### src/rtl/pbf_pkg.sv
`timescale 1ns / 1ps
// ----------------------------------------------------------------------------
// pbf_pkg
// Shared types, factor codes and helpers for the pixel blend factor unit.
// ----------------------------------------------------------------------------
package pbf_pkg;

	localparam int ChanW   = 8;
	localparam int NumChan = 4;
	localparam int PixW    = ChanW * NumChan;
	localparam int ProdW   = 2 * ChanW;
	localparam int SumW    = ProdW + 1;
	localparam int CfgIdxW = 2;
	localparam int CfgW    = 4;
	localparam int AlphaCh = NumChan - 1;

	// Register indexes
	localparam logic [CfgIdxW-1:0] CFG_BLEND_ON   = 2'd0;
	localparam logic [CfgIdxW-1:0] CFG_SRC_FACTOR = 2'd1;
	localparam logic [CfgIdxW-1:0] CFG_DST_FACTOR = 2'd2;

	// Factor codes; anything above FAC_INVDSTALPHA means one
	localparam logic [CfgW-1:0] FAC_ZERO        = 4'd0;
	localparam logic [CfgW-1:0] FAC_ONE         = 4'd1;
	localparam logic [CfgW-1:0] FAC_SRCCOL      = 4'd2;
	localparam logic [CfgW-1:0] FAC_INVSRCCOL   = 4'd3;
	localparam logic [CfgW-1:0] FAC_SRCALPHA    = 4'd4;
	localparam logic [CfgW-1:0] FAC_INVSRCALPHA = 4'd5;
	localparam logic [CfgW-1:0] FAC_DSTCOL      = 4'd6;
	localparam logic [CfgW-1:0] FAC_INVDSTCOL   = 4'd7;
	localparam logic [CfgW-1:0] FAC_DSTALPHA    = 4'd8;
	localparam logic [CfgW-1:0] FAC_INVDSTALPHA = 4'd9;

	localparam logic [ChanW-1:0] ChanMax = 8'hff;

	// floor(x/255) = (x * DivRecip) >> DivShift, exact for x < SatLimit
	localparam logic [ProdW-1:0] DivRecip = 16'h8081;
	localparam int               DivShift = 23;
	// 255*256: at or above this the quotient saturates
	localparam logic [SumW-1:0]  SatLimit = 17'd65280;

	typedef logic [ChanW-1:0] chan_t;
	typedef chan_t [NumChan-1:0] chan_vec_t;
	typedef logic [ProdW-1:0] prod_t;
	typedef prod_t [NumChan-1:0] prod_vec_t;

	typedef struct packed {
		logic            blend_on;
		logic [CfgW-1:0] src_code;
		logic [CfgW-1:0] dst_code;
	} cfg_t;

	function automatic chan_t pick_factor(
		input logic [CfgW-1:0] code,
		input chan_t           s_c,
		input chan_t           s_a,
		input chan_t           d_c,
		input chan_t           d_a
	);
		chan_t f;
		case (code)
			FAC_ZERO:        f = '0;
			FAC_SRCCOL:      f = s_c;
			FAC_INVSRCCOL:   f = ChanMax - s_c;
			FAC_SRCALPHA:    f = s_a;
			FAC_INVSRCALPHA: f = ChanMax - s_a;
			FAC_DSTCOL:      f = d_c;
			FAC_INVDSTCOL:   f = ChanMax - d_c;
			FAC_DSTALPHA:    f = d_a;
			FAC_INVDSTALPHA: f = ChanMax - d_a;
			default:         f = ChanMax;
		endcase
		return f;
	endfunction

endpackage

### src/rtl/pbf_if.sv
`timescale 1ns / 1ps
// ----------------------------------------------------------------------------
// pbf_in_if / pbf_out_if
// Valid/ready channels for pixel pairs in and blended pixels out.
// ----------------------------------------------------------------------------
interface pbf_in_if;
	logic                      valid;
	logic                      ready;
	logic [pbf_pkg::PixW-1:0] source_pixel;
	logic [pbf_pkg::PixW-1:0] dst_pixel;

	modport source (output valid, output source_pixel, output dst_pixel, input ready);
	modport sink   (input valid, input source_pixel, input dst_pixel, output ready);
endinterface

interface pbf_out_if;
	logic                      valid;
	logic                      ready;
	logic [pbf_pkg::PixW-1:0] blended_pixel;

	modport source (output valid, output blended_pixel, input ready);
	modport sink   (input valid, input blended_pixel, output ready);
endinterface

### src/rtl/pbf_factor_sel.sv
`timescale 1ns / 1ps
// ----------------------------------------------------------------------------
// pbf_factor_sel
// Stage 1: registers the pixel pair and the per-channel factors.
// ----------------------------------------------------------------------------
module pbf_factor_sel (
	input  logic                      clk,
	input  logic                      arst_n,
	input  logic                      en,
	input  logic                      valid_in,
	input  logic [pbf_pkg::PixW-1:0] source_pixel,
	input  logic [pbf_pkg::PixW-1:0] dst_pixel,
	input  pbf_pkg::cfg_t            cfg,
	output logic                      valid_s1,
	output logic                      blend_s1,
	output pbf_pkg::chan_vec_t        src_s1,
	output pbf_pkg::chan_vec_t        dst_s1,
	output pbf_pkg::chan_vec_t        fs_s1,
	output pbf_pkg::chan_vec_t        fd_s1
);

	pbf_pkg::chan_vec_t src_c, dst_c, fs_c, fd_c;

	assign src_c = pbf_pkg::chan_vec_t'(source_pixel);
	assign dst_c = pbf_pkg::chan_vec_t'(dst_pixel);

	always_comb begin
		for (int k = 0; k < pbf_pkg::NumChan; k++) begin
			fs_c[k] = pbf_pkg::pick_factor(cfg.src_code, src_c[k],
				src_c[pbf_pkg::AlphaCh], dst_c[k], dst_c[pbf_pkg::AlphaCh]);
			fd_c[k] = pbf_pkg::pick_factor(cfg.dst_code, src_c[k],
				src_c[pbf_pkg::AlphaCh], dst_c[k], dst_c[pbf_pkg::AlphaCh]);
		end
	end

	always_ff @(posedge clk or negedge arst_n) begin
		if (!arst_n) begin
			valid_s1 <= 1'b0;
		end else if (en) begin
			valid_s1 <= valid_in;
		end
	end

	always_ff @(posedge clk) begin
		if (en) begin
			blend_s1 <= cfg.blend_on;
			src_s1   <= src_c;
			dst_s1   <= dst_c;
			fs_s1    <= fs_c;
			fd_s1    <= fd_c;
		end
	end

endmodule

### src/rtl/pbf_mac.sv
`timescale 1ns / 1ps
// ----------------------------------------------------------------------------
// pbf_mac
// Stages 2 and 3: channel products, then their sum and saturation flag.
// ----------------------------------------------------------------------------
module pbf_mac (
	input  logic                      clk,
	input  logic                      arst_n,
	input  logic                      en,
	input  logic                      valid_s1,
	input  logic                      blend_s1,
	input  pbf_pkg::chan_vec_t        src_s1,
	input  pbf_pkg::chan_vec_t        dst_s1,
	input  pbf_pkg::chan_vec_t        fs_s1,
	input  pbf_pkg::chan_vec_t        fd_s1,
	output logic                      valid_s3,
	output logic                      blend_s3,
	output pbf_pkg::chan_vec_t        src_s3,
	output pbf_pkg::prod_vec_t        sum_s3,
	output logic [pbf_pkg::NumChan-1:0] sat_s3
);

	logic                valid_s2, blend_s2;
	pbf_pkg::chan_vec_t  src_s2;
	pbf_pkg::prod_vec_t  ps_s2, pd_s2;
	logic [pbf_pkg::SumW-1:0] sum_c [pbf_pkg::NumChan];

	always_ff @(posedge clk or negedge arst_n) begin
		if (!arst_n) begin
			valid_s2 <= 1'b0;
			valid_s3 <= 1'b0;
		end else if (en) begin
			valid_s2 <= valid_s1;
			valid_s3 <= valid_s2;
		end
	end

	always_comb begin
		for (int k = 0; k < pbf_pkg::NumChan; k++) begin
			sum_c[k] = {1'b0, ps_s2[k]} + {1'b0, pd_s2[k]};
		end
	end

	always_ff @(posedge clk) begin
		if (en) begin
			blend_s2 <= blend_s1;
			src_s2   <= src_s1;
			for (int k = 0; k < pbf_pkg::NumChan; k++) begin
				ps_s2[k] <= pbf_pkg::prod_t'(src_s1[k]) * pbf_pkg::prod_t'(fs_s1[k]);
				pd_s2[k] <= pbf_pkg::prod_t'(dst_s1[k]) * pbf_pkg::prod_t'(fd_s1[k]);
			end
			blend_s3 <= blend_s2;
			src_s3   <= src_s2;
			for (int k = 0; k < pbf_pkg::NumChan; k++) begin
				sum_s3[k] <= sum_c[k][pbf_pkg::ProdW-1:0];
				sat_s3[k] <= (sum_c[k] >= pbf_pkg::SatLimit);
			end
		end
	end

endmodule

### src/rtl/pbf_div255.sv
`timescale 1ns / 1ps
// ----------------------------------------------------------------------------
// pbf_div255
// Stage 4: divide by 255 via reciprocal multiply, saturate, pass-through mux.
// ----------------------------------------------------------------------------
module pbf_div255 (
	input  logic                        clk,
	input  logic                        arst_n,
	input  logic                        en,
	input  logic                        valid_s3,
	input  logic                        blend_s3,
	input  pbf_pkg::chan_vec_t          src_s3,
	input  pbf_pkg::prod_vec_t          sum_s3,
	input  logic [pbf_pkg::NumChan-1:0] sat_s3,
	output logic                        valid_s4,
	output logic [pbf_pkg::PixW-1:0]   pixel_s4
);

	logic [2*pbf_pkg::ProdW-1:0] recip_c [pbf_pkg::NumChan];
	pbf_pkg::chan_vec_t          res_c;

	always_comb begin
		for (int k = 0; k < pbf_pkg::NumChan; k++) begin
			recip_c[k] = (2*pbf_pkg::ProdW)'(sum_s3[k])
				* (2*pbf_pkg::ProdW)'(pbf_pkg::DivRecip);
			res_c[k]   = sat_s3[k] ? pbf_pkg::ChanMax
				: recip_c[k][pbf_pkg::DivShift +: pbf_pkg::ChanW];
		end
	end

	always_ff @(posedge clk or negedge arst_n) begin
		if (!arst_n) begin
			valid_s4 <= 1'b0;
		end else if (en) begin
			valid_s4 <= valid_s3;
		end
	end

	always_ff @(posedge clk) begin
		if (en) begin
			pixel_s4 <= blend_s3 ? pbf_pkg::PixW'(res_c) : pbf_pkg::PixW'(src_s3);
		end
	end

endmodule

### src/rtl/pixel_blend_factor_unit.sv
`timescale 1ns / 1ps
// Path: an accepted input beat passes the registers of stages 1 to 4 to the output.
// Throughput: one pixel pair per cycle; the pipeline halts as a whole
// only while the output register holds a beat that is not taken.
// Reset: arst_n clears all stage valid bits and loads blend_on = 0,
// source_factor = one, dest_factor = zero. Payload registers are not reset.
// ----------------------------------------------------------------------------
// pixel_blend_factor_unit
// Four-stage RGBA8888 blend: factor select, multiply, sum, divide by 255.
// ----------------------------------------------------------------------------
module pixel_blend_factor_unit (
	input  logic                             clk,
	input  logic                             arst_n,
	pbf_in_if.sink                           pix_in,
	pbf_out_if.source                        pix_out,
	input  logic                             cfg_we,
	input  logic [pbf_pkg::CfgIdxW-1:0]      cfg_idx,
	input  logic [pbf_pkg::CfgW-1:0]         cfg_data
);

	// Config registers; must be only written while the pipe is drained (user's duty, not enforced)
	logic                       blend_on_q;
	logic [pbf_pkg::CfgW-1:0]   src_factor_q;
	logic [pbf_pkg::CfgW-1:0]   dst_factor_q;
	pbf_pkg::cfg_t              cfg;

	// Global advance: every stage moves when the output slot is free or drains
	logic en;

	logic                        valid_s1, blend_s1;
	pbf_pkg::chan_vec_t          src_s1, dst_s1, fs_s1, fd_s1;
	logic                        valid_s3, blend_s3;
	pbf_pkg::chan_vec_t          src_s3;
	pbf_pkg::prod_vec_t          sum_s3;
	logic [pbf_pkg::NumChan-1:0] sat_s3;
	logic                        valid_s4;
	logic [pbf_pkg::PixW-1:0]    pixel_s4;

	always_ff @(posedge clk or negedge arst_n) begin
		if (!arst_n) begin
			blend_on_q   <= 1'b0;
			src_factor_q <= pbf_pkg::FAC_ONE;
			dst_factor_q <= pbf_pkg::FAC_ZERO;
		end else if (cfg_we) begin
			case (cfg_idx)
				pbf_pkg::CFG_BLEND_ON:   blend_on_q   <= cfg_data[0];
				pbf_pkg::CFG_SRC_FACTOR: src_factor_q <= cfg_data;
				pbf_pkg::CFG_DST_FACTOR: dst_factor_q <= cfg_data;
				default: ;  // unmapped index: write dropped
			endcase
		end
	end

	assign cfg.blend_on = blend_on_q;
	assign cfg.src_code = src_factor_q;
	assign cfg.dst_code = dst_factor_q;

	// The output register is the skid point: a new beat enters whenever the
	// last stage can hand its beat on this same edge.
	assign en           = !valid_s4 || pix_out.ready;
	assign pix_in.ready = en;

	// Stage 1: capture pixels, pick Fs/Fd per channel
	pbf_factor_sel u_sel (
		.clk          (clk),
		.arst_n       (arst_n),
		.en           (en),
		.valid_in     (pix_in.valid),
		.source_pixel (pix_in.source_pixel),
		.dst_pixel    (pix_in.dst_pixel),
		.cfg          (cfg),
		.valid_s1     (valid_s1),
		.blend_s1     (blend_s1),
		.src_s1       (src_s1),
		.dst_s1       (dst_s1),
		.fs_s1        (fs_s1),
		.fd_s1        (fd_s1)
	);

	// Stages 2-3: 8x8 products, then 17-bit sum with saturation flag
	pbf_mac u_mac (
		.clk      (clk),
		.arst_n   (arst_n),
		.en       (en),
		.valid_s1 (valid_s1),
		.blend_s1 (blend_s1),
		.src_s1   (src_s1),
		.dst_s1   (dst_s1),
		.fs_s1    (fs_s1),
		.fd_s1    (fd_s1),
		.valid_s3 (valid_s3),
		.blend_s3 (blend_s3),
		.src_s3   (src_s3),
		.sum_s3   (sum_s3),
		.sat_s3   (sat_s3)
	);

	// Stage 4: /255 by reciprocal multiply; blend off selects the source
	pbf_div255 u_div (
		.clk      (clk),
		.arst_n   (arst_n),
		.en       (en),
		.valid_s3 (valid_s3),
		.blend_s3 (blend_s3),
		.src_s3   (src_s3),
		.sum_s3   (sum_s3),
		.sat_s3   (sat_s3),
		.valid_s4 (valid_s4),
		.pixel_s4 (pixel_s4)
	);

	assign pix_out.valid         = valid_s4;
	assign pix_out.blended_pixel = pixel_s4;

endmodule

### src/flat_wrapper.sv
// flat-port wrapper written by rule: the top's interface ports become plain ports
module pixel_blend_factor_unit_flat 
  (clk, arst_n, cfg_we, cfg_idx, cfg_data, pix_in_valid, pix_in_source_pixel, pix_in_dst_pixel, pix_in_ready, pix_out_valid, pix_out_blended_pixel, pix_out_ready);
  pbf_in_if pix_in_i ();
  pbf_out_if pix_out_i ();
  input  logic clk;
  input  logic arst_n;
  input  logic cfg_we;
  input  logic [pbf_pkg::CfgIdxW-1:0] cfg_idx;
  input  logic [pbf_pkg::CfgW-1:0] cfg_data;
  input wire logic [$bits(pix_in_i.valid)-1:0] pix_in_valid;
  input wire logic [$bits(pix_in_i.source_pixel)-1:0] pix_in_source_pixel;
  input wire logic [$bits(pix_in_i.dst_pixel)-1:0] pix_in_dst_pixel;
  output wire logic [$bits(pix_in_i.ready)-1:0] pix_in_ready;
  output wire logic [$bits(pix_out_i.valid)-1:0] pix_out_valid;
  output wire logic [$bits(pix_out_i.blended_pixel)-1:0] pix_out_blended_pixel;
  input wire logic [$bits(pix_out_i.ready)-1:0] pix_out_ready;
  assign pix_in_i.valid = pix_in_valid;
  assign pix_in_i.source_pixel = pix_in_source_pixel;
  assign pix_in_i.dst_pixel = pix_in_dst_pixel;
  assign pix_in_ready = pix_in_i.ready;
  assign pix_out_valid = pix_out_i.valid;
  assign pix_out_blended_pixel = pix_out_i.blended_pixel;
  assign pix_out_i.ready = pix_out_ready;
  pixel_blend_factor_unit u_core (.clk(clk), .arst_n(arst_n), .pix_in(pix_in_i), .pix_out(pix_out_i), .cfg_we(cfg_we), .cfg_idx(cfg_idx), .cfg_data(cfg_data));
endmodule
### config.mk
export PLATFORM = sky130hd
export DESIGN_NAME = pixel_blend_factor_unit_flat
export DESIGN_NICKNAME = d
export VERILOG_FILES = /design/src/rtl/pbf_pkg.sv /design/src/rtl/pbf_if.sv /design/src/rtl/pbf_factor_sel.sv /design/src/rtl/pbf_mac.sv /design/src/rtl/pbf_div255.sv /design/src/rtl/pixel_blend_factor_unit.sv /design/src/flat_wrapper.sv
export SDC_FILE = /design/constraint.sdc
export NUM_CORES = 2
export LEC_CHECK = 0
export ABC_AREA = 1
export BUFFER_PORTS_ARGS = -buffer_cell sky130_fd_sc_hd__clkbuf_2
export CAP_MARGIN = 15
export CORE_MARGIN = 3
export CORE_UTILIZATION = 40
export DETAILED_ROUTE_END_ITERATION = 8
export PLACE_DENSITY_LB_ADDON = 0.25
export SKIP_LAST_GASP = 1
export SYNTH_ARGS = -nofsm -noshare
export SYNTH_HDL_FRONTEND = slang
export SYNTH_HIERARCHICAL = 1
export SYNTH_SLANG_ARGS = --single-unit
### constraint.sdc
create_clock -name clk -period 19.1 [get_ports clk]
set_input_delay 3.82 -clock clk [delete_from_list [all_inputs] [get_ports clk]]
set_output_delay 3.82 -clock clk [all_outputs]
set_load 0.1 [all_outputs]
==> impl_results.md <==
- Status: finished clean
- DR DRC count: 0
- Fin crit period: 8700 ps
- Largest net degree at the start of global routing: 79
- Top Ports: 109
- Final wirelength: 115 mm
- Sink Count: 436
- Worst setup EP type: output port
- Yosys cell types: 47
- CP required: 15280 ps
- Congestion Overflow GR: 0
- CP max FO: 27
- Worst Hold Class: reg -> reg
- Final Net Count: 6691
- Post-CTS setup buffer count: 0
- Initial antenna violation count: 34
- Final HPWL DP: 91.6 mm
- Via count: 35700
- Synthesized cell area: 45500 um2
- Worst-Skew Late Latency: 630 ps
- Grt met1 use: 26.0%
- Setup violations, final: 0
- Register area share after synthesis: 28.6%
- Initial DRC count: 2187
- Die area: 118000 um2
- Post-Syn Area per Cell: 7.98 um2
- Input/output buffers: 108
- Row cnt: 123
- Met3 global-route usage: 4.43%
- Layout cells sized above 1: 5.77%
- First-pass GRT wire length: 187 mm
- Met2 Usage GRT: 32.6%
- Worst Skew: 24.7 ps
- GR Util All Layers: 19.8%
- Die Ht: 343 um
- Hold Violations, Final: 0
- Mapped Cells: 5711
- Starting Density: 40.4%
- Num CTS Buffers: 53
- Clock transition at path regs: 60 ps
- CTS Hold Bufs: 0
- Router iterations before antenna repair: 7
- DIE WIDTH: 343 um
- Number of fill cells: 11300
- Post-cts gate resize count: 0
- H-Tree Depth: 2
- Worst slew pin tran: 1090 ps
- Core box area: 113000 um2
- Yosys warnings: 6
- DR WL/cell: 15.9 um
- Headroom to the max-slew limit: 27.2%
- DRT antenna net count: 0
- Clk buf depth: 3
- Placer Congestion: 0.889
- CTS root buf: clkbuf_16
- Yosys reg bits: 436
- Vias in the first global route: 35500
- Worst setup SP type: primary input
- Worst Path Arrival: 4880 ps
- Pins Over Slew Limit: 0
- Setup TNS Final: 0 ps
- Max Freq: 115 MHz
- Global route hottest layer: met2
- Max-cap violations: 0
- Via-to-Cell Ratio: 4.90
- Critical path class: in -> out
- Period utilization: 45.5%
- Net Count, Synth: 6686
- TritonCTS clock tree: done
- RSZ-0062 raised after global routing: false
- Layout overhead on the synthesized area: 8.00%
[stage by stage]
| step | std cells | hold slack (ps) | util [%] | area (um2) | setup slack, ps |
|---|---|---|---|---|---|
| floorplan | 5711 | 400 | - | 45500 | 1830 |
| global placement | 7161 | 402 | 42.0 | 47400 | 10350 |
| detailed placement | 7161 | 405 | 42.0 | 47400 | 10360 |
| CTS | 7257 | 411 | 43.6 | 49100 | 10360 |
| global route | 7261 | 421 | 43.6 | 49200 | 10320 |
| finish | 7275 | 414 | 43.6 | 49200 | 10400 |
[cells in the final DEF (no fill, tap or decap), types with 32 or more instances in the layout]
cell       instances
clkbuf_16         54
edfxtp_1         423
o21ai_1           32
a21oi_1          159
o21ai_0           59
nand2_1         1501
nand3_1          479
clkbuf_2         108
nor2_1           315
xnor2_1           42
ha_1             608
fa_1             292
xor2_1            94
a21o_1            34
nand4_1           60
inv_1           1203
[state kept, by name (all words and copies together), names as in the netlist, 4 cells and up]
signal,flops
u_core/u_mac/sat_s3,4
u_core/u_mac/sum_s3,64
u_core/u_div/pixel_s4,32
u_core/src_factor_q,4
u_core/u_mac/ps_s2,64
u_core/u_sel/src_s1,32
u_core/u_mac/pd_s2,64
u_core/dst_factor_q,4
u_core/u_sel/fd_s1,32
u_core/u_sel/dst_s1,32
u_core/u_mac/src_s3,32
u_core/u_mac/src_s2,32
u_core/u_sel/fs_s1,32
[critical path: stages]
cell      delay [ps]
clkbuf_2          80
inv_1             50
nand2_4          340
clkbuf_2         540
[routing by layer]
metal  up-vias  share of wire (%)
met5         -               0.15
met4        26                2.7
met3       191                6.6
met2       787                 46
met1     16700                 45
li1      18000                  -
[synthesized netlist by cell type, drive strengths merged]
cell type	number	area, um2
nand2	1527	5800
inv	1222	4590
ha	608	7610
nand3	495	2560
edfxtp	423	12700
nor2	343	1380
fa	292	5850
a21oi	164	840
clkbuf	147	552
o21ai	95	487
xor2	94	823
nand4	62	400
xnor2	42	368
a21o	34	255
buf	29	169
nor3	27	175
o21bai	19	143
or2	17	106
and2	12	75.1
dfrtp	12	300
a221oi	9	78.8
a31oi	7	43.8
a21boi	6	45.0
nand3b	5	37.5
a211oi	4	30.0
o21a	4	30.0
clkinv	3	11.3
o211ai	3	22.5
mux2	2	22.5
and3	1	6.26
dfstp	1	26.3
o2111ai	1	8.76
o31ai	1	7.51
[kinds of logic (layout without fill, tap and decap cells)]
kind of cell,after synthesis,in the layout,synth area share (%)
DFF,436,436,28.6
buffers and inverters,1401,1447,11.7
other,0,18,0
xor gates and xnor gates,136,136,2.62
AOI/OAI and AO/OA,347,347,4.37
muxes,2,2,0.0494
and+or+nand+nor,2489,2489,23.1
adders and majority gates,900,900,29.5
[path summary, 6_finish.rpt]
path / from / endpoint / slack (ps) / cells after the start
setup / recovery: pix_out_ready / pix_in_ready / 10400 / 4
hold / removal: u_core/u_mac/src_s2[25] / u_core/u_mac/src_s3[25] / 410 / 0
setup reg to reg: u_core/u_sel/src_s1[21] / u_core/u_mac/ps_s2[44] / 14650 / 14
hold reg to reg: u_core/u_mac/src_s2[25] / u_core/u_mac/src_s3[25] / 410 / 0
max in group asynchronous: arst_n / u_core/src_factor_q[0] / 15660 / 1
min in group asynchronous: arst_n / u_core/dst_factor_q[0] / 3110 / 1
[layout make-up]
type / count / area [um2] / share of cell area [%]
clock inverter: 24 / 279 / 0.567
antenna: 18 / 45.0 / 0.0916
multi-input combinational: 3874 / 27200 / 55.4
clock buffer: 72 / 1450 / 2.95
sequential: 436 / 13000 / 26.5
tap: 1500 / 1880 / 3.82
timing repair buffer: 126 / 676 / 1.37
inverter: 1225 / 4600 / 9.35
Power is not shown: default switching activity piles up to over one toggle a cycle in this logic, so the estimate is an artifact.
